==> src/hw/rtl/tend_pkg.sv <==
// ----------------------------------------------------------------------------
// tend_pkg: shared types and helpers for the text encoding / newline detector
// Transaction structs, encoding and newline codes, and the per-byte scan
// functions used by the core.
// ----------------------------------------------------------------------------
`default_nettype none

package tend_pkg;

  localparam int RUN_DEPTH = 4;
  localparam int RUN_CNT_W = $clog2(RUN_DEPTH + 1);

  typedef enum logic [2:0] {
    TXT_UNKNOWN     = 3'd0,
    TXT_UTF8        = 3'd1,
    TXT_UTF8_MARKED = 3'd2,
    TXT_UTF16_LE    = 3'd3,
    TXT_UTF16_BE    = 3'd4,
    TXT_LEGACY      = 3'd5
  } enc_t;

  typedef enum logic [1:0] {
    NL_UNKNOWN = 2'd0,
    NL_LF      = 2'd1,
    NL_CRLF    = 2'd2,
    NL_CR      = 2'd3
  } nl_t;

  localparam logic [7:0]  MARK_EF  = 8'hEF;
  localparam logic [7:0]  MARK_BB  = 8'hBB;
  localparam logic [7:0]  MARK_BF  = 8'hBF;
  localparam logic [7:0]  MARK_FF  = 8'hFF;
  localparam logic [7:0]  MARK_FE  = 8'hFE;
  localparam logic [7:0]  CH_SPACE = 8'h20;
  localparam logic [15:0] CH_LF    = 16'h000A;
  localparam logic [15:0] CH_CR    = 16'h000D;

  typedef struct packed {
    logic [7:0] data_byte;
    logic       has_byte;
    logic       end_of_file;
  } in_item_t;

  typedef struct packed {
    logic        item_kind;
    logic [15:0] text_unit;
    logic [2:0]  encoding_code;
    logic [1:0]  newline_code;
    logic        last_of_run;
  } out_item_t;

  // Scan state that every text byte or unit walks through.
  typedef struct packed {
    enc_t       enc;
    logic [1:0] cont;
    nl_t        nl;
    logic       pcr;
  } scan_t;

  function automatic logic [7:0] clean_byte(logic [7:0] b);
    return (b == 8'h00) ? CH_SPACE : b;
  endfunction

  function automatic logic is_mark_lead(logic [7:0] b);
    return (b == MARK_FE) || (b == MARK_FF) || (b == MARK_EF);
  endfunction

  function automatic scan_t watch_newline(scan_t s, logic [15:0] u);
    scan_t r;
    r = s;
    if (s.nl == NL_UNKNOWN) begin
      if (s.pcr) begin
        r.nl  = (u == CH_LF) ? NL_CRLF : NL_CR;
        r.pcr = 1'b0;
      end else if (u == CH_LF) begin
        r.nl = NL_LF;
      end else if (u == CH_CR) begin
        r.pcr = 1'b1;
      end
    end
    return r;
  endfunction

  // UTF-8 lead/continuation check; four-byte leads need bit 3 clear.
  function automatic scan_t check_utf8(scan_t s, logic [7:0] b);
    scan_t r;
    r = s;
    if (b[7]) begin
      if (b[6]) begin
        if (s.cont != 2'd0) begin
          r.enc = TXT_LEGACY;
        end else if (!b[5]) begin
          r.cont = 2'd1;
        end else if (!b[4]) begin
          r.cont = 2'd2;
        end else if (!b[3]) begin
          r.cont = 2'd3;
        end else begin
          r.enc = TXT_LEGACY;
        end
      end else if (s.cont != 2'd0) begin
        r.cont = s.cont - 2'd1;
      end else begin
        r.enc = TXT_LEGACY;
      end
    end else if (s.cont != 2'd0) begin
      r.enc = TXT_LEGACY;
    end
    return r;
  endfunction

  function automatic scan_t byte_scan(scan_t s, logic [7:0] b);
    scan_t      r;
    logic [7:0] c;
    c = clean_byte(b);
    r = s;
    if (r.enc == TXT_UTF8) begin
      r = check_utf8(r, c);
    end
    return watch_newline(r, {8'h00, c});
  endfunction

  // Pair two bytes into a unit in value order; an all-zero unit becomes a space.
  function automatic logic [15:0] pair_unit(enc_t enc, logic [7:0] b0, logic [7:0] b1);
    if (b0 == 8'h00 && b1 == 8'h00) begin
      return {8'h00, CH_SPACE};
    end else if (enc == TXT_UTF16_BE) begin
      return {b0, b1};
    end
    return {b1, b0};
  endfunction

  function automatic out_item_t text_result(logic [15:0] u);
    out_item_t r;
    r = '0;
    r.text_unit = u;
    return r;
  endfunction

  function automatic out_item_t summary_result(enc_t enc, nl_t nl);
    out_item_t r;
    r = '0;
    r.item_kind     = 1'b1;
    r.encoding_code = enc;
    r.newline_code  = nl;
    return r;
  endfunction

endpackage

`default_nettype wire

==> src/hw/rtl/text_encoding_newline_detector_core.sv <==
// ----------------------------------------------------------------------------
// text_encoding_newline_detector_core
// Strips a byte-order mark, cleans text bytes or UTF-16 units, validates
// UTF-8, tracks the first newline kind and reports a per-file summary.
// ----------------------------------------------------------------------------
// Usage:
//   Input channel (byte_valid / byte_stall / byte_item) carries one file byte
//   per transaction, with has_byte = 0 for an empty-file end marker and
//   end_of_file = 1 on the final transaction of a file.
//   Output channel (unit_valid / unit_stall / unit_item) carries 0 to 4
//   result transactions per input: cleaned text units, then on end of file
//   one summary (item_kind = 1) with the encoding and newline codes.
//   last_of_run marks the final result caused by one input transaction.
// Timing:
//   An accepted byte lands in the input register and is processed from
//   there once the run buffer is empty or its last result leaves; its
//   results are registered into the run buffer and offered from its head.
//   The buffer drains one result per cycle while the receiver does not
//   stall, and plain text then runs at one byte per cycle. The input
//   register takes the next transaction while results wait.
// Reset: rst (synchronous) empties both registers and returns the scan to
//   the start of a file. A stalled receiver holds the run buffer; the
//   input side stalls once the input register is also full.
// ----------------------------------------------------------------------------
`default_nettype none

module text_encoding_newline_detector_core
  import tend_pkg::*;
(
  input  wire logic      clk,
  input  wire logic      rst,
  input  wire logic      byte_valid,
  output logic           byte_stall,
  input  wire in_item_t  byte_item,
  output logic           unit_valid,
  input  wire logic      unit_stall,
  output out_item_t      unit_item
);

  // Input register
  logic      item_valid;
  in_item_t  item;

  // Run buffer: results of one input, head at entry 0
  out_item_t            run [RUN_DEPTH];
  out_item_t            run_next [RUN_DEPTH];
  logic [RUN_CNT_W-1:0] run_cnt;
  logic [RUN_CNT_W-1:0] fill;

  // File scan state
  scan_t      scan, scan_next;
  logic [1:0] hdr_count, hdr_count_next;
  logic [7:0] held0, held0_next;
  logic [7:0] held1, held1_next;
  logic [8:0] low_byte, low_byte_next;   // bit 8: first UTF-16 byte held

  logic byte_take;
  logic unit_take;
  logic load;

  assign unit_valid = (run_cnt != '0);
  assign unit_item  = run[0];
  assign unit_take  = unit_valid && !unit_stall;

  // Advance the input register when the run buffer is empty or its last
  // result leaves this cycle.
  assign load       = item_valid &&
                      ((run_cnt == '0) || ((run_cnt == RUN_CNT_W'(1)) && unit_take));
  assign byte_stall = item_valid && !load;
  assign byte_take  = byte_valid && !byte_stall;

  // Process one input transaction: mark detection, text cleaning, scan.
  always_comb begin
    scan_next      = scan;
    hdr_count_next = hdr_count;
    held0_next     = held0;
    held1_next     = held1;
    low_byte_next  = low_byte;
    fill           = '0;
    for (int i = 0; i < RUN_DEPTH; i++) begin
      run_next[i] = '0;
    end

    if (item.has_byte) begin
      if (scan.enc == TXT_UNKNOWN) begin
        if (hdr_count == 2'd0) begin
          if (is_mark_lead(item.data_byte)) begin
            held0_next     = item.data_byte;
            hdr_count_next = 2'd1;
          end else begin
            scan_next.enc = TXT_UTF8;
            run_next[fill[1:0]] = text_result({8'h00, clean_byte(item.data_byte)});
            scan_next = byte_scan(scan_next, item.data_byte);
            fill      = fill + 1'b1;
          end
        end else if (hdr_count == 2'd1) begin
          hdr_count_next = 2'd0;
          if (held0 == MARK_FE && item.data_byte == MARK_FF) begin
            scan_next.enc = TXT_UTF16_BE;
          end else if (held0 == MARK_FF && item.data_byte == MARK_FE) begin
            scan_next.enc = TXT_UTF16_LE;
          end else if (held0 == MARK_EF && item.data_byte == MARK_BB) begin
            held1_next     = item.data_byte;
            hdr_count_next = 2'd2;
          end else begin
            // Not a mark: release the held byte, then this one.
            scan_next.enc = TXT_UTF8;
            run_next[fill[1:0]] = text_result({8'h00, clean_byte(held0)});
            scan_next = byte_scan(scan_next, held0);
            fill      = fill + 1'b1;
            run_next[fill[1:0]] = text_result({8'h00, clean_byte(item.data_byte)});
            scan_next = byte_scan(scan_next, item.data_byte);
            fill      = fill + 1'b1;
          end
        end else begin
          hdr_count_next = 2'd0;
          if (held0 == MARK_EF && held1 == MARK_BB && item.data_byte == MARK_BF) begin
            scan_next.enc = TXT_UTF8_MARKED;
          end else begin
            scan_next.enc = TXT_UTF8;
            run_next[fill[1:0]] = text_result({8'h00, clean_byte(held0)});
            scan_next = byte_scan(scan_next, held0);
            fill      = fill + 1'b1;
            run_next[fill[1:0]] = text_result({8'h00, clean_byte(held1)});
            scan_next = byte_scan(scan_next, held1);
            fill      = fill + 1'b1;
            run_next[fill[1:0]] = text_result({8'h00, clean_byte(item.data_byte)});
            scan_next = byte_scan(scan_next, item.data_byte);
            fill      = fill + 1'b1;
          end
        end
      end else if (scan.enc == TXT_UTF16_LE || scan.enc == TXT_UTF16_BE) begin
        if (low_byte[8]) begin
          run_next[fill[1:0]] =
            text_result(pair_unit(scan.enc, low_byte[7:0], item.data_byte));
          scan_next = watch_newline(scan_next,
                                    pair_unit(scan.enc, low_byte[7:0], item.data_byte));
          fill          = fill + 1'b1;
          low_byte_next = '0;
        end else begin
          low_byte_next = {1'b1, item.data_byte};
        end
      end else begin
        run_next[fill[1:0]] = text_result({8'h00, clean_byte(item.data_byte)});
        scan_next = byte_scan(scan_next, item.data_byte);
        fill      = fill + 1'b1;
      end
    end

    if (item.end_of_file) begin
      // Flush an undecided mark as UTF-8 text.
      if (scan_next.enc == TXT_UNKNOWN && hdr_count_next != 2'd0) begin
        scan_next.enc = TXT_UTF8;
        run_next[fill[1:0]] = text_result({8'h00, clean_byte(held0_next)});
        scan_next = byte_scan(scan_next, held0_next);
        fill      = fill + 1'b1;
        if (hdr_count_next >= 2'd2) begin
          run_next[fill[1:0]] = text_result({8'h00, clean_byte(held1_next)});
          scan_next = byte_scan(scan_next, held1_next);
          fill      = fill + 1'b1;
        end
      end
      // Pair an odd trailing UTF-16 byte with zero.
      if (low_byte_next[8]) begin
        run_next[fill[1:0]] =
          text_result(pair_unit(scan_next.enc, low_byte_next[7:0], 8'h00));
        scan_next = watch_newline(scan_next,
                                  pair_unit(scan_next.enc, low_byte_next[7:0], 8'h00));
        fill      = fill + 1'b1;
      end
      if (scan_next.pcr && scan_next.nl == NL_UNKNOWN) begin
        scan_next.nl = NL_CR;
      end
      if (scan_next.enc == TXT_UTF8 && scan_next.cont != 2'd0) begin
        scan_next.enc = TXT_LEGACY;
      end
      run_next[fill[1:0]] = summary_result(scan_next.enc, scan_next.nl);
      fill = fill + 1'b1;
      // Start the next file from a clean state.
      scan_next      = '0;
      hdr_count_next = 2'd0;
      held0_next     = '0;
      held1_next     = '0;
      low_byte_next  = '0;
    end

    for (int i = 0; i < RUN_DEPTH; i++) begin
      run_next[i].last_of_run = (fill == RUN_CNT_W'(i + 1));
    end
  end

  // Input register: take a transaction whenever it is free or moving on.
  always_ff @(posedge clk) begin
    if (rst) begin
      item_valid <= 1'b0;
    end else if (byte_take) begin
      item_valid <= 1'b1;
    end else if (load) begin
      item_valid <= 1'b0;
    end
    if (byte_take) begin
      item <= byte_item;
    end
  end

  // Scan state advances once per processed transaction.
  always_ff @(posedge clk) begin
    if (rst) begin
      scan      <= '0;
      hdr_count <= 2'd0;
      held0     <= '0;
      held1     <= '0;
      low_byte  <= '0;
    end else if (load) begin
      scan      <= scan_next;
      hdr_count <= hdr_count_next;
      held0     <= held0_next;
      held1     <= held1_next;
      low_byte  <= low_byte_next;
    end
  end

  // Run buffer: load a new run, or drop the head when it is taken.
  always_ff @(posedge clk) begin
    if (rst) begin
      run_cnt <= '0;
    end else if (load) begin
      run_cnt <= fill;
    end else if (unit_take) begin
      run_cnt <= run_cnt - 1'b1;
    end
    if (load) begin
      for (int i = 0; i < RUN_DEPTH; i++) begin
        run[i] <= run_next[i];
      end
    end else if (unit_take) begin
      for (int i = 0; i < RUN_DEPTH - 1; i++) begin
        run[i] <= run[i+1];
      end
    end
  end

`ifndef NO_ASSERTIONS
  a_run_cnt_range: assert property (@(posedge clk) disable iff (rst)
    run_cnt <= RUN_CNT_W'(RUN_DEPTH))
    else $error("run buffer count out of range");

  a_last_matches_cnt: assert property (@(posedge clk) disable iff (rst)
    unit_valid |-> (unit_item.last_of_run == (run_cnt == RUN_CNT_W'(1))))
    else $error("last_of_run does not mark the final result of a run");

  a_summary_is_last: assert property (@(posedge clk) disable iff (rst)
    (unit_valid && unit_item.item_kind) |-> unit_item.last_of_run)
    else $error("summary is not the last result of its run");

  a_text_has_no_codes: assert property (@(posedge clk) disable iff (rst)
    (unit_valid && !unit_item.item_kind) |->
      (unit_item.encoding_code == TXT_UNKNOWN && unit_item.newline_code == NL_UNKNOWN))
    else $error("text result carries encoding or newline code");

  a_eof_clears_scan: assert property (@(posedge clk) disable iff (rst)
    (load && item.end_of_file) |=>
      (scan == '0 && hdr_count == 2'd0 && !low_byte[8]))
    else $error("scan state not cleared after end of file");
`endif

endmodule

`default_nettype wire

==> config.mk <==
export PLATFORM = sky130hd
export DESIGN_NAME = text_encoding_newline_detector_core
export DESIGN_NICKNAME = d
export VERILOG_FILES = /design/src/hw/rtl/tend_pkg.sv /design/src/hw/rtl/text_encoding_newline_detector_core.sv
export SDC_FILE = /design/constraint.sdc
export NUM_CORES = 1
export LEC_CHECK = 0
export ABC_AREA = 1
export BUFFER_PORTS_ARGS = -buffer_cell sky130_fd_sc_hd__buf_2
export CORE_ASPECT_RATIO = 1.4
export CORE_MARGIN = 2
export CORE_UTILIZATION = 40
export DETAILED_ROUTE_END_ITERATION = 7
export SYNTH_ARGS = -nofsm -noshare
export SYNTH_HDL_FRONTEND = slang
export SYNTH_SLANG_ARGS = --single-unit
==> constraint.sdc <==
create_clock -name clk -period 5.38 [get_ports clk]
set_input_delay 0.538 -clock clk [delete_from_list [all_inputs] [get_ports clk]]
set_output_delay 0.538 -clock clk [all_outputs]
set_load 0.01 [all_outputs]
== Yosys cells after proc, flatten, opt, wreduce, memory -nomap -nowiden ==
Memories as Yosys holds them, arrays and structs flattened.
Index checks and enable logic that the tools add are counted.

* Bits of input ports: 14
* Word-level logic and storage cells: 483
* Memories: 1
* Memory bits (writable): 92
* Output and inout bits: 25
* Register bits after elaboration: 49

* Mux-type cells: 345
* Reduce and logical (&&, ||, !) cells: 59
* Bitwise operators: 7
* $lt $le $gt $ge: 9
* Equality and inequality tests: 38
* Add/sub/neg operators: 11

{| class="wikitable"
|+ Memories
! name !! depth !! bits a word !! rd ports !! clocked after Yosys merged registers in !! wr ports !! RTL line !! text
|-
| run || 4 || 23 || 4 || 0 || 4 || text_encoding_newline_detector_core.sv:45 || <nowiki>out_item_t run [RUN_DEPTH];</nowiki>
|}

{| class="wikitable"
|+ Operators by type and width
! cell !! count
|-
| $mux 8 || 76
|-
| $mux 92 || 6
|-
| $bwmux 92 || 4
|-
| $mux 3 || 96
|-
| $mux 23 || 10
|-
| $mux 16 || 12
|-
| $demux 23 s2 || 4
|-
| $mux 37 || 4
|-
| $mux 2 || 68
|-
| $mux 46 || 2
|-
| $eq 8x4->1 const B || 10
|-
| $eq 8x8->1 const B || 9
|-
| $mux 69 || 1
|-
| $eq 16x4->1 const B || 4
|-
| $mux 60 || 1
|-
| $logic_not 8->1 || 7
|-
| $mux 5 || 11
|-
| $mux 9 || 5
|-
| $mux 1 || 42
|-
| $mux 14 || 2
|-
| $logic_not 2->1 || 13
|-
| $eq 3x1->1 const B || 8
|-
| $mux 22 || 1
|-
| $reduce_bool 2->1 || 10
|-
| 16 further kinds || 63
|}

== Depth between registers and ports, before layout ==
Gate-level depths: netlist (run 1).

* Depth in word-level cells: 91
* Gate-level depth with buffers: 35
* Gate-level depth less buffers: 33

== Worst setup path after synthesis (run 1) ==
Ideal clock, no wire load.

* Kind: reg-to-reg
* Start: register item[8] (netlist name)
* End: memory run[3][10] (netlist name), data pin
* Stages on the path, launching flop included: 27
* Data required time: 5221 ps
* Buffers on the path: 3
* Path slack: 375 ps
* Clock period less this slack: 5005 ps
* Arrival: 4847 ps
* Setup time: 159 ps
* Path through: edfxtp_1 -> buf_4 -> nor2_4 -> nand2_1 -> nor2_1 -> nand3_2 -> nand2_1 -> inv_1 -> o31ai_1 -> inv_1 -> ha_1 -> inv_1 -> nor2_1 -> inv_1 -> clkbuf_1 -> nand3_1 -> nand2_1 -> nand2_1 -> ha_1 -> or2_2 -> o21ai_0 -> inv_1 -> ha_1 -> nor2_1 -> nand2_1 -> clkbuf_1 -> a22oi_1

{| class="wikitable"
|+ RTL lines
! item !! RTL line !! text
|-
| from (decl) || text_encoding_newline_detector_core.sv:42 || <nowiki>in_item_t item;</nowiki>
|-
| from (signal assigned) || text_encoding_newline_detector_core.sv:202 || <nowiki>item <= byte_item;</nowiki>
|-
| to (decl) || text_encoding_newline_detector_core.sv:45 ||
|}

==> results of run 1 <==
==> path summary, 6_finish.rpt <==
check	endpoint	slack (ns)	cells past startpoint
max	run[1][0]	0.44	24
min	item[9]	0.27	1
max reg2reg	run[1][0]	0.44	24
min reg2reg	hdr_count[0]	0.48	2
==> power breakdown <==
group	leakage (nW)	internal, mW	switching, mW	total [mW]
logic	3.58	0.405	1.06	1.46
clock network	0.294	0.661	0.552	1.21
registers	1.31	1.68	0.112	1.79
total	5.18	2.74	1.72	4.47
==> routing by layer <==
| layer | vias up | part of all wire | global-route usage |
|---|---|---|---|
| met5 | - | 0 | 0 |
| met4 | 0 | 0.077 | 0.217 |
| met3 | 147 | 0.058 | 0.0403 |
| met2 | 541 | 0.48 | 0.499 |
| met1 | 5287 | 0.38 | 0.345 |
| li1 | 5389 | - | - |
==> timing repair <==
item,CTS,global route
buffers inserted,0,9
endpoints found under the setup margin,0,12
resized for setup,0,3
==> cells by family (layout without fill, tap and decap cells) <==
logic type	Yosys count	in the layout	synth area share
fa+ha+maj	17	17	0.0200
xor+xnor	3	3	0.00247
simple gates	772	772	0.314
compound gates	382	382	0.208
flops	141	141	0.362
buf+inv	257	316	0.0941
==> synthesized netlist by cell type (14+ instances only) <==
| cell type | instances | area share |
|---|---|---|
| inv_1 | 181 | 0.064 |
| o21ai_1 | 15 | 0.0071 |
| a31oi_1 | 22 | 0.013 |
| nand3_1 | 102 | 0.048 |
| o221ai_1 | 16 | 0.013 |
| o22ai_1 | 26 | 0.015 |
| nor2_1 | 174 | 0.061 |
| nand4_1 | 14 | 0.0082 |
| o21ai_0 | 120 | 0.057 |
| clkbuf_1 | 41 | 0.014 |
| ha_1 | 17 | 0.020 |
| nand2_1 | 415 | 0.15 |
| o211ai_1 | 15 | 0.011 |
| a21oi_1 | 123 | 0.058 |
| inv_2 | 16 | 0.0057 |
| nand2_2 | 17 | 0.010 |
| edfxtp_1 | 102 | 0.29 |
| dfxtp_1 | 39 | 0.073 |
==> registers in the layout, summed over array words and instances (netlist names) <==
signal      count
held1           8
run            92
scan            8
hdr_count       2
item           10
item_valid      1
low_byte        9
held0           8
run_cnt         3
==> final cells by class <==
cell class / count / area, sq um
clock buffer: 17 / 425
clock inverter: 15 / 163
fill: 2807 / 14200
inverter: 201 / 754
multi-input combinational: 1174 / 5810
sequential: 141 / 3840
tap: 324 / 405
timing repair buffer: 83 / 528
==> worst reg2reg max path: stages (launching register included) <==
cell,delay [ns]
edfxtp_1,0.54
nand2_1,0.13
inv_1,0.07
nand2_1,0.09
nor2_1,0.07
nand3_2,0.15
inv_1,0.12
nand2_1,0.26
o21ai_1,0.19
a21oi_4,0.31
inv_2,0.07
nor3_2,0.27
nand3_4,0.27
o21ai_2,0.29
ha_1,0.27
or2_2,0.29
o21ai_0,0.15
inv_1,0.12
ha_1,0.26
xor2_1,0.16
inv_1,0.07
a21oi_1,0.13
o21ai_1,0.17
nand3_1,0.13
o21ai_0,0.12
==> results.cfg, run 1 <==
[run_status]
outcome = finished clean

[floorplan]
dieArea_sq_mm = 0.0279
placeable_area_sq_mm = 0.0261
chipHeight_um = 197
placementRows = 70
floorplan.initialDensity = 0.407
die_width_um = 142
pin_count = 39

[grt]
initial_antenna_violation_count = 0
first_pass_grt_wire_length_um = 62900
tot_gr_track_use = 0.297
first_global_vias = 10800
grt_max_degree = 73
overflow_left_after_global_routing = 0

[critical_path]
critPathRequiredTime_ns = 5.57
launching_element_of_the_worst_setup_path = item[7]
cp.arrival_ns = 5.12
critical_path_class = flop to flop
worstPathMaxFanout = 19
cp_num_buf_inv = 5
critical_path.top_delay_family = simple AND/OR/NAND/NOR gates
timing.critical_path.slowest_cell_delay_ns = 0.54
cp_cell_sequence = nand2_1 > inv_1 > nand2_1 > nor2_1 > nand3_2 > inv_1 > nand2_1 > o21ai_1 > a21oi_4 > inv_2 > nor3_2 > nand3_4 > o21ai_2 > ha_1 > or2_2 > o21ai_0 > inv_1 > ha_1 > xor2_1 > inv_1 > a21oi_1 > o21ai_1 > nand3_1 > o21ai_0
cpMostUsedCell = inv_1
regToRegStartpoint = item[7]
cp_slowest_cell = edfxtp_1
worst_setup_path_end_kind = flop
critPathLaunchType = flop

[synth]
postSynthAreaPerCell_sq_um = 6.76
synth_fp_nets = 1603
number_of_enable_flip_flop_cells_after_synthesis = 102
post_synth_instance_area_sq_mm = 0.0106
ys_types = 53
synth_ff_type = edfxtp_1
synth.ff_latch_count = 141
ys_seq_area_frac = 0.362
synth_async_sr_flop_share = 0
synth_cells = 1572
yosys_warnings = 0

[cts]
clockBufferDepth = 2
postCtsHoldBufs = 0
tritoncts.num_buffers = 17
cts.sinks = 141
cts_tree = done
clock-root-buffer = clkbuf_16
h-tree-depth = 4
clk_transition_reported_paths_ns = 0.07
clock_insertion_delay_worst_skew_ns = 0.45

[layout]
fin_area_sq_mm = 0.0119
mostFrequentLayoutCells = nand2_1, inv_1, nor2_1, a21oi_1, o21ai_0
count_of_inserted_antenna_diode_cells = 0
final_common_cell = nand2_1
final_util = 0.457
fin_nets = 1649
share_of_cells_above_drive_strength_1 = 0.120
syn_to_final_growth_pct = 12.2
fin_cells = 1955

[placed_design]
io_buffers = 38
detailedPlace.worstSlack_ns = 0.284
hpwl_um = 32000
gp_routability_congestion = 1.03
placedCellCount = 1914
placedInstanceArea_sq_mm = 0.0113

[detailed_routing]
drt_first_iter_violations = 1297
final_antenna_net_count = 0
vias = 11400
detail_route.first_pass.iterations = 6
residual_drc_count = 0
totalWireLength_um = 41100
wl_per_cell_um = 21.0
detail_routed_via_count_per_cell = 5.81

[sta]
timing.max_slew.rel_slack = 0.215
setup_total_negative_slack_ns = 0
clock.fmax_mhz = 203
final-hold-violation-count = 0
layout_min_cycle_time_ns = 4.94
finalSetupViolCount = 0
worst-slew-pin-transition_ns = 1.16
hold_ws_ns = 0.265
timing.final.crit_share = 0.917
clock-skew-final_ns = 0.0154
timing_max_transition_violations_final = 0
timing.final.ws_setup_ns = 0.445
setup_repair_after_global_routing_missed_its_margin = no

[pwr]
power_density_mw_per_mm2 = 374
cellLeakagePower_nw = 5.18
ir_drop_v = 0.000300
report.power.total_mw = 4.47

[hold_path]
hp-class = primary input to flop
min-delay-start = byte_item[9]

[run]
max_cap_violations = 0
Power figures use the tool's default switching activity.
==> run 2: changes to the inputs <==
--- a/config.mk
+++ b/config.mk
@@ -5,7 +5,7 @@
 export SDC_FILE = /design/constraint.sdc
 export NUM_CORES = 1
 export LEC_CHECK = 0
-export ABC_AREA = 1
+export ABC_AREA = 0
 export BUFFER_PORTS_ARGS = -buffer_cell sky130_fd_sc_hd__buf_2
 export CORE_ASPECT_RATIO = 1.4
 export CORE_MARGIN = 2
==> run 2 against run 1 <==
Against the previous run:
- sequential cell count stayed put
- worst setup slack worse by 0.034 ns
- first-iteration DRC count is 9.7% lower
- critical path depth is 7 lower
- worst hold slack hardly changed
- clock power hardly changed
- fmax is 0.68% lower
- sequential share of layout area is 0.89 points higher
- largest power group unchanged
==> results.cfg, run 2 <==
[sta]
finalSetupViolCount = 0
final-hold-violation-count = 0
clock-skew-final_ns = 0.00836
worst-slew-pin-transition_ns = 0.972
setup_total_negative_slack_ns = 0
timing.final.crit_share = 0.924
timing.max_slew.rel_slack = 0.345
setup_repair_after_global_routing_missed_its_margin = no
clock.fmax_mhz = 201
layout_min_cycle_time_ns = 4.97
timing_max_transition_violations_final = 0
hold_ws_ns = 0.266

[cts]
cts_setup_buffers = 0
cts_tree = done
cts.sinks = 141
clock_insertion_delay_worst_skew_ns = 0.44
tritoncts.num_buffers = 17
clk_transition_reported_paths_ns = 0.07
h-tree-depth = 4
clockBufferDepth = 2
post_cts_gate_resize_count = 0
clock-root-buffer = clkbuf_16
postCtsHoldBufs = 0

[floorplan]
placementRows = 69
floorplan.initialDensity = 0.406
pin_count = 39
die_width_um = 140
placeable_area_sq_mm = 0.0254
chipHeight_um = 194
dieArea_sq_mm = 0.0271

[critical_path]
worst_setup_path_end_kind = flop
critPathLaunchType = flop
critical_path_class = flop to flop
critPathRequiredTime_ns = 5.57
worstPathMaxFanout = 12
cp.arrival_ns = 5.16

[pwr]
ir_drop_v = 0.000278
cellLeakagePower_nw = 4.05
power_density_mw_per_mm2 = 360

[run]
max_cap_violations = 0

[grt]
grt_max_degree = 70
overflow_left_after_global_routing = 0
tot_gr_track_use = 0.300
initial_antenna_violation_count = 0
first_pass_grt_wire_length_um = 61900
first_global_vias = 9987

[layout]
fin_nets = 1284
leading_registers_by_flop_count = run x92, item x10, low_byte x9
largest-register = run
largest_register_ffs = 92
share_of_cells_above_drive_strength_1 = 0.162
final_common_cell = nand2_1
fillerInstances = 2542
mostFrequentLayoutCells = nand2_1, nor2_1, a21oi_1, edfxtp_1, o21ai_0
syn_to_final_growth_pct = 12.5
fin_cells = 1586

[synth]
area_share_of_the_largest_cell_type_after_synthesis = 0.297
post_synth_instance_area_sq_mm = 0.0103
ys_seq_area_frac = 0.373
synth.ff_latch_count = 141
yosys_warnings = 0
synth_ff_type = edfxtp_1
synth_fp_nets = 1254
yosysMostFrequentCell = nand2_1
post_synth_most_frequent_cells = nand2_1, nor2_1, a21oi_1
post_synth_main_area_contributors = edfxtp_1, dfxtp_1, a21oi_1
synth_async_sr_flop_share = 0
synth_cells = 1223
synthDominantAreaCellType = edfxtp_1
ys_types = 102
number_of_enable_flip_flop_cells_after_synthesis = 102
postSynthAreaPerCell_sq_um = 8.43

[detailed_routing]
wl_per_cell_um = 25.9
residual_drc_count = 0
totalWireLength_um = 41000
detail_route.first_pass.iterations = 7
final_antenna_net_count = 0
drt_first_iter_violations = 1171
detail_routed_via_count_per_cell = 6.53
vias = 10400

[placed_design]
io_buffers = 38
gp_routability_congestion = 1.12
placedCellCount = 1553
hpwl_um = 30600

[run_status]
outcome = finished clean

[hold_path]
hp-class = primary input to flop
run 2: cell count changes after synthesis, sizes merged, moves of 27 or more:
cell,delta
nand2,-306
clkbuf,+27
nand3,-71
nor2,-60
o21a,+27
inv,-170
run 2: path summary, 6_finish.rpt:
| kind | cells after the start | slack (ns) | start | to |
|---|---|---|---|---|
| setup / recovery | 17 | 0.41 | held0[1] | run[1][0] |
| hold / removal | 1 | 0.27 | byte_item[4] | item[4] |
| setup reg to reg | 17 | 0.41 | held0[1] | run[1][0] |
| hold reg to reg | 2 | 0.52 | run[3][16] | run[2][16] |
run 2: through the flow:
step | utilization | setup WS (ns) | total power [mW] | instance area [sq um]
detailed placement | 0.434 | 0.586 | 3.00 | 11000
floorplan | - | 0.692 | 2.53 | 10300
global route | 0.457 | 0.172 | 4.37 | 11600
global placement | 0.434 | 0.590 | 2.97 | 11000
finish | 0.457 | 0.411 | 4.18 | 11600
CTS | 0.457 | 0.537 | 4.19 | 11600
run 2: where the power goes:
part	leakage, nW	internal (mW)	total, mW	switching [mW]
sequential	1.31	1.62	1.74	0.122
clock	0.273	0.653	1.19	0.541
combinational	2.47	0.395	1.24	0.843
run 2: routing by layer:
layer,up-vias,track usage,wire length (um)
met5,-,0,0
li1,4703,-,-
met2,592,0.489,19100
met3,196,0.0464,2600
met4,0,0.232,3860
met1,4859,0.350,15400
run 2: kinds of logic after synthesis:
family	Yosys count	synth area share
flops	141	0.373
compound gates	437	0.290
fa+ha+maj	17	0.0206
xor+xnor	12	0.0102
mux	17	0.0178
buf+inv	125	0.0505
simple gates	474	0.238
run 2: worst max-delay path, cell delays in order, from the launching register on:
cell	delay (ns)
dfxtp_1	0.67
and4_1	0.46
nand3_1	0.23
or4_1	0.63
o21ai_0	0.30
a21oi_1	0.16
nand3b_1	0.18
a21oi_2	0.07
a21oi_1	0.22
inv_1	0.09
ha_1	0.29
nor2_1	0.10
a21oi_1	0.08
ha_1	0.25
xor2_1	0.18
xnor2_1	0.34
nand2_1	0.19
a32o_1	0.29
run 2: cell type report:
cell class / count / area [sq um] / area share
diodes: 1 / 2.50 / 0.000216
flip-flops and latches: 141 / 3840 / 0.331
clock buffers: 17 / 425 / 0.0367
inverters: 29 / 109 / 0.00938
repair buffers: 107 / 708 / 0.0610
multi-input cells: 957 / 5960 / 0.514
clock inverters: 15 / 153 / 0.0132
well taps: 319 / 399 / 0.0344
